File: src/design/assert_macros.svh
// Assertion macros for the RTL files.
`ifndef ASSERT_MACROS_SVH
`define ASSERT_MACROS_SVH
`ifndef SYNTHESIS
`define ASSERT_CLK(label, clk, rst_n, prop) \
    label: assert property (@(posedge clk) disable iff (!rst_n) prop) \
    else $error("assertion failed");
`define ASSERT_NORST(label, clk, prop) \
    label: assert property (@(posedge clk) prop) else $error("assertion failed");
`else
`define ASSERT_CLK(label, clk, rst_n, prop)
`define ASSERT_NORST(label, clk, prop)
`endif
`endif

File: src/design/grwr_pkg.sv
package grwr_pkg;
    localparam int NumCols   = 7;
    localparam int NumRots   = 12;
    localparam int NumRegs   = 6;
    localparam int DataW     = 32;
    localparam int CoefW     = 16;
    localparam int ProdW     = DataW + CoefW;
    localparam int AddrW     = 6;
    localparam int PipeDepth = 2 * NumRots;
    localparam logic [63:0] RotReset = 64'h0000_4000_0000_4000;

    typedef logic signed [DataW-1:0] t_data;
    typedef logic signed [CoefW-1:0] t_coef;

    typedef struct packed {
        t_data [NumCols-1:0] col;
        logic                last_row;
    } t_row;

    // Column index of x for each rotation in wave order.
    function automatic logic [2:0] rot_x(input int k);
        logic [2:0] tbl [NumRots];
        tbl = '{3'd2, 3'd3, 3'd4, 3'd5, 3'd1, 3'd2, 3'd3, 3'd4, 3'd0, 3'd1, 3'd2, 3'd3};
        return tbl[k];
    endfunction

    function automatic t_data sat32(input logic signed [DataW+1:0] v);
        if (v > $signed({3'b000, {(DataW-1){1'b1}}}))
            return {1'b0, {(DataW-1){1'b1}}};
        else if (v < $signed({3'b111, {(DataW-1){1'b0}}}))
            return {1'b1, {(DataW-1){1'b0}}};
        return v[DataW-1:0];
    endfunction

    // Round to nearest, shift right by 14, saturate.
    function automatic t_data round_q14(input logic signed [ProdW-1:0] p);
        logic signed [ProdW:0] t;
        logic signed [ProdW-14:0] q;
        t = {p[ProdW-1], p} + (ProdW+1)'(8192);
        q = t[ProdW:14];
        if (q > $signed({{(ProdW-14-DataW+1){1'b0}}, {(DataW-1){1'b1}}}))
            return {1'b0, {(DataW-1){1'b1}}};
        else if (q < $signed({{(ProdW-14-DataW+1){1'b1}}, {(DataW-1){1'b0}}}))
            return {1'b1, {(DataW-1){1'b0}}};
        return q[DataW-1:0];
    endfunction
endpackage

File: src/design/grwr_cfg.sv
// Coefficient registers behind the APB-style port.
module grwr_cfg (
    input  logic        i_clk,
    input  logic        i_rst_n,
    input  logic        psel,
    input  logic        penable,
    input  logic        pwrite,
    input  logic [grwr_pkg::AddrW-1:0] paddr,
    input  logic [63:0] pwdata,
    output logic [63:0] prdata,
    output logic        pready,
    output logic [63:0] o_regs [grwr_pkg::NumRegs]
);
    logic [63:0] r_regs [grwr_pkg::NumRegs];
    logic [2:0]  idx;

    assign idx    = paddr[grwr_pkg::AddrW-1:3];
    assign pready = 1'b1;

    always_ff @(posedge i_clk) begin
        if (!i_rst_n) begin
            for (int i = 0; i < grwr_pkg::NumRegs; i++) r_regs[i] <= grwr_pkg::RotReset;
        end else if (psel && penable && pwrite && idx < 3'(grwr_pkg::NumRegs)) begin
            r_regs[idx] <= pwdata;
        end
    end

    always_comb begin
        prdata = '0;
        if (idx < 3'(grwr_pkg::NumRegs)) prdata = r_regs[idx];
    end

    assign o_regs = r_regs;
endmodule

File: config.mk
export PLATFORM = sky130hd
export DESIGN_NAME = grwr_cfg
export DESIGN_NICKNAME = d
export VERILOG_FILES = /design/src/design/assert_macros.svh /design/src/design/grwr_pkg.sv /design/src/design/grwr_cfg.sv
export SDC_FILE = /design/constraint.sdc
export NUM_CORES = 1
export LEC_CHECK = 0
export ABC_AREA = 1
export BUFFER_PORTS_ARGS = -buffer_cell sky130_fd_sc_hd__buf_4
export CAP_MARGIN = 20
export CORE_AREA = 2 2 242 244
export CTS_CLUSTER_SIZE = 40
export DETAILED_ROUTE_END_ITERATION = 6
export DIE_AREA = 0 0 244 246
export HOLD_SLACK_MARGIN = 0.02
export PLACE_DENSITY = 0.54
export SYNTH_ARGS = -nofsm -noshare
export SYNTH_HDL_FRONTEND = slang
export SYNTH_SLANG_ARGS = --single-unit
File: constraint.sdc
create_clock -name i_clk -period 1.6 [get_ports i_clk]
set_input_delay 0.16 -clock i_clk [delete_from_list [all_inputs] [get_ports i_clk]]
set_output_delay 0.16 -clock i_clk [all_outputs]
set_load 0.05 [all_outputs]
# After elaboration in Yosys (flattened, before gate mapping)
# Cells that the tools add are included.
[totals]
register_bits = 384
latch_bits = 0
mem_bits_rw = 0
rom_bits = 0
input_bits = 75
word_cells = 21
n_memories = 0
[op_classes]
n_addsub = 0
multipliers = 0
div_mod_pow = 0
order_cmp = 3
n_eq_ne = 0
n_shift = 0
muxes = 7
bitwise_logic = 1
reduce_logical = 4
[op_table]
columns = ["operator", "n"]
rows = [
  ["384-bit bitwise mux", 1],
  ["64-bit two-way mux", 4],
  ["64-bit binary-select mux with 3-bit select", 1],
  ["64-bit demux with 3-bit select", 1],
  ["4-bit >= comparator (second input constant)", 1],
  ["1-bit logical AND", 4],
  ["4-bit by 1-bit < comparator with 1-bit output (second input constant)", 1],
  ["3-bit inverter with 4-bit output", 1],
  ["3-bit < comparator (second input constant)", 1],
]

# Logic depth before layout (Yosys ltp)
[logic_depth]
ltp_word = 6
ltp_mapped = 10
depth_no_buf = 7

# Least setup slack after synthesis
# No wires, ideal clock.
[synth_path]
path_type = "in2out"
start = "input paddr[3] in the netlist's numbering"
end = "output prdata[0]"
arrival_time_ps = 1321
required_time_ps = 1440
path_slack_ps = 119
path_stages = 8
n_path_buf = 3
cell_sequence = "buf_6 inv_2 buf_2 clkbuf_1 nand2_1 nand2_1 nand3_1 nand2_1"
[synth_between]
elab_chain_len = 5
[synth_rtl]
columns = ["element", "line", "source"]
rows = [
  ["start: declaration", "grwr_cfg.sv:8", "input logic [grwr_pkg::AddrW-1:0] paddr,"],
  ["3-bit inverter with 4-bit output (not written as such)", "grwr_cfg.sv:30", "if (idx < 3'(grwr_pkg::NumRegs)) prdata = r_regs[idx];"],
  ["64-bit binary-select mux with 3-bit select", "grwr_cfg.sv:30", ""],
  ["64-bit two-way mux (not written as such) (2 in series)", "grwr_cfg.sv:30", ""],
  ["64-bit two-way mux *", "grwr_cfg.sv:30", ""],
  ["end: declaration", "grwr_cfg.sv:10", "output logic [63:0] prdata,"],
]
# Mark *: on every way between the ends. The rest lies on a longest branch, timed or not. The select of a mux whose other input is x is not followed.

# Final worst setup path
[layout_path]
start = "register r_regs (netlist bit o_regs[319])"
end = "output prdata[63]"
[layout_between]
elab_chain_len = 4
[layout_rtl]
columns = ["element", "line", "source"]
rows = [
  ["start: declaration", "grwr_cfg.sv:14", "logic [63:0] r_regs [grwr_pkg::NumRegs];"],
  ["start signal: indexed assignment", "grwr_cfg.sv:24", "r_regs[idx] <= pwdata;"],
  ["64-bit binary-select mux with 3-bit select", "grwr_cfg.sv:30", ""],
  ["64-bit two-way mux (not written as such) (2 in series)", "grwr_cfg.sv:30", ""],
  ["64-bit two-way mux", "grwr_cfg.sv:30", ""],
]
# No other way between the ends. The select of a mux whose other input is x is not followed.

==> results.md <==
* Clock Tree Root: clkbuf_16
* Post-synthesis cell count at around 3100
* Worst Hold Path EP: o_regs[63]
* Clk slew on worst S/H paths at approximately 0.060 ns
* Reg2reg end: o_regs[289]
* Multiplexer area fraction after synthesis at 0%
* Biggest area consumer among synthesized cells: dfxtp_1
* DIE WIDTH at about 240 um
* CP Class: reg -> out
* CTS tree: built
* Synth area leaders: dfxtp_1 (41%), nand2_1 (26%), nor2_1 (16%), nand3_1 (7.5%), buf_2 (2.6%)
* #FFs+latches synth at 384
* Initial DRC Count at around 1300
* CTS sink cnt at 384
* Simple logic cell fraction of the synthesized area at 49.6%
* Worst reg2reg setup slack at 0.75 ns
* WP data required at ~1.4 ns
* Tcrit/Tclk final at 103%
* Global-route wire length before repair at 126 mm
* Total CTS buffers at 47
* Clock group share of total power at a little under half
* Vias in the first global route at about 21000
* Post-synthesis compound-gate area fraction at about 1.4%
* Synthesis-to-layout area growth at 56.6%
* Register area share after synthesis at approximately two fifths
* IO Pins at 524
* Maximum VDD drop at approximately 700 uV
* Final Instance Area at just under 30000 um2
* Pwr Density at 804 nW/um2
* Peak Freq at around 610 MHz
* Unrepaired setup endpoints after global routing: true
* Synth Area in Adders at 0%
* Syn nets at 3202
* Pins Over Slew Limit at 0
* Number of inserted diodes at 0
* Final WL at 84.1 mm
* Fin crit period at about 1.6 ns
* Synthesized area per cell at around 6.0 um2
* Row count at 88
* Max cap viols at 0
* Detail Route Antenna Nets at 0
* Clk_lat worst skew at 0.58 ns
* Clock tree buffer depth at 3
* Die Y at around 250 um
* Final setup margin at -0.0440 ns
* DRC viols at 0
* Final cell count without fillers at ~4700
* DR WL/cell at 17.8 um
* Final Skew at 0 ns
* Final net count at approximately 4000
* Worst setup EP type: output pin
* Worst Path Arrival at about 1.5 ns
* Post-synthesis xor/xnor area fraction at 0%
* H-Tree Depth at 2
* Hold/Removal Path Class: in -> reg
* HPWL after DPL at 55.7 mm
* GRT Overall Usage at 26.9%
* Via/cell ratio at about 4.7
* CP Max Fanout at 2
* Failing checks: negative setup slack
* Max FFs per register at about 380
* Final RePlAce weighted congestion at a little over 0.8
* Yosys top cell area share at approximately two fifths
* Distinct cells, synth at 17
* NetSw at approximately 6.5 mW
* IO Port Bufs at between 500 and 600
* Pint at roughly 17 mW
* Share of layout cells above drive strength 1 at approximately 34%
* Largest net degree at the start of global routing at 76
* Launching point of the worst reg2reg path: o_regs[289]
* Synthesis Warnings at 0
* Worst R2R Path Depth at 4
* Hold Crit Depth at 5
* Drt pass-1 iters at 5
* Switching portion of total power at 27.6%
* Util after Layout at around 51%
* P_leak at between 10 and 15 nW
* Core ar. at approximately 57000 um2
* Reg power frac at between 40% and 50%
* DR vias at about 22000
* GRT Residual Overflow at 0
* Fin. Hold Viols at 0
* Setup-failing EPs final at 15
* Synth Cell Area at around 19000 um2
* Combinational power share at between 10% and 20%
* WHS at about 0.053 ns
* Status: complete, but fails checks
* Die Footprint at about 60000 um2
* Main combinational cell family by area after synthesis: simple AND/OR/NAND/NOR gates
* Placed Cells at approximately 4300
* Initial antenna violation count at 0
* DP Area at approximately 24000 um2
* Hold path start: pwdata[63]
* Worst slack at placement at -0.0477 ns
* Initial core utilization at approximately a third
* CP Launch Type: register
repair_timing:
item / 4_1_cts / 5_1_grt
hold endpoints to repair: 336 / 0
hold buffers: 63 / 0
gates resized for setup: 391 / 67
setup endpoints to repair: 64 / 64
setup buffers: 207 / 42
pin swaps: 76 / 96
stage by stage:
step	power [mW]	setup TNS, ns
after floorplan	11.6	0
after global placement	12.8	-0.0343
after detailed placement	12.8	-1.44
after CTS	23.7	-1.54
after global routing	24.4	-4.71
final	23.6	-0.308
worst max-delay path, stage by stage, from the launching register on:
cell     delay [ns]
dfxtp_2        0.32
nand2_1        0.06
nand2_2        0.08
nand2_1        0.06
nand2_1        0.09
nand2_2        0.07
nand2_2        0.10
buf_8          0.14
worst max path at each step:
stage / startpoint / to / slack (ns) / depth (start not counted)
final: o_regs[319] / prdata[63] / -0.04 / 7
after floorplan: paddr[3] / prdata[0] / 0.12 / 8
after CTS: o_regs[261] / prdata[5] / -0.1 / 7
after detailed placement: paddr[3] / o_regs[333] / -0.05 / 8
after global placement: paddr[4] / prdata[32] / -0.02 / 9
after global routing: o_regs[270] / prdata[14] / -0.13 / 7
logic make-up after synthesis:
| logic type | count (synthesis) |
|---|---|
| AND/OR/NAND/NOR | 2363 |
| buffers and inverters | 328 |
| flip-flops | 384 |
| AO/OA/AOI/OAI | 51 |
| other | 1 |
final cells by class:
cell class | count | area [um2]
Clock buffer | 75 | 1470
Clock inverter | 9 | 56.3
Fill cell | 5833 | 28000
Inverter | 113 | 440
Multi-Input combinational cell | 2415 | 9800
Sequential cell | 384 | 8060
Tap cell | 765 | 957
Timing Repair Buffer | 967 | 8550
synth_stat cells (all sizes together):
cell       n
nand2   1278
nor2     801
dfxtp    384
nand3    284
buf      141
inv      113
clkbuf    74
a21oi     47
o21ai      4
conb       1
cell usage in the layout (no fill, tap or decap):
cell type,n
nand2_1,1205
nor2_1,789
buf_4,776
nand3_1,282
dfxtp_2,258
dfxtp_1,113
inv_1,109
nand2_2,69
dlygate4sd3_1,63
buf_12,63
clkbuf_16,49
a21oi_1,44
buf_6,38
buf_8,27
clkbuf_8,15
dfxtp_4,13
clkbuf_1,11
nor2_4,10
clkinv_2,7
nand2_4,4
o21ai_0,4
a21oi_2,3
inv_6,2
nor2_2,2
clkinv_4,2
inv_4,1
nand3_4,1
nand3_2,1
inv_8,1
conb_1,1
power by group through the flow:
stage	sequential (mW)	combinational, mW	clock, mW
global route	9.78	3.35	11.3
global placement	10.0	2.80	0
CTS	9.78	3.10	10.8
detailed placement	10.0	2.80	0
floorplan	10.4	1.21	0
finish	9.77	3.15	10.7
metal layers:
metal / GRT usage [%] / up-vias / wire length (um)
met5: 0 / - / 0
met4: 8.27 / 0 / 2280
met3: 4.91 / 122 / 5540
met2: 46.1 / 711 / 40400
met1: 34.2 / 10300 / 35800
li1: - / 11100 / -
Note: power is estimated with default switching activity, not from simulation.
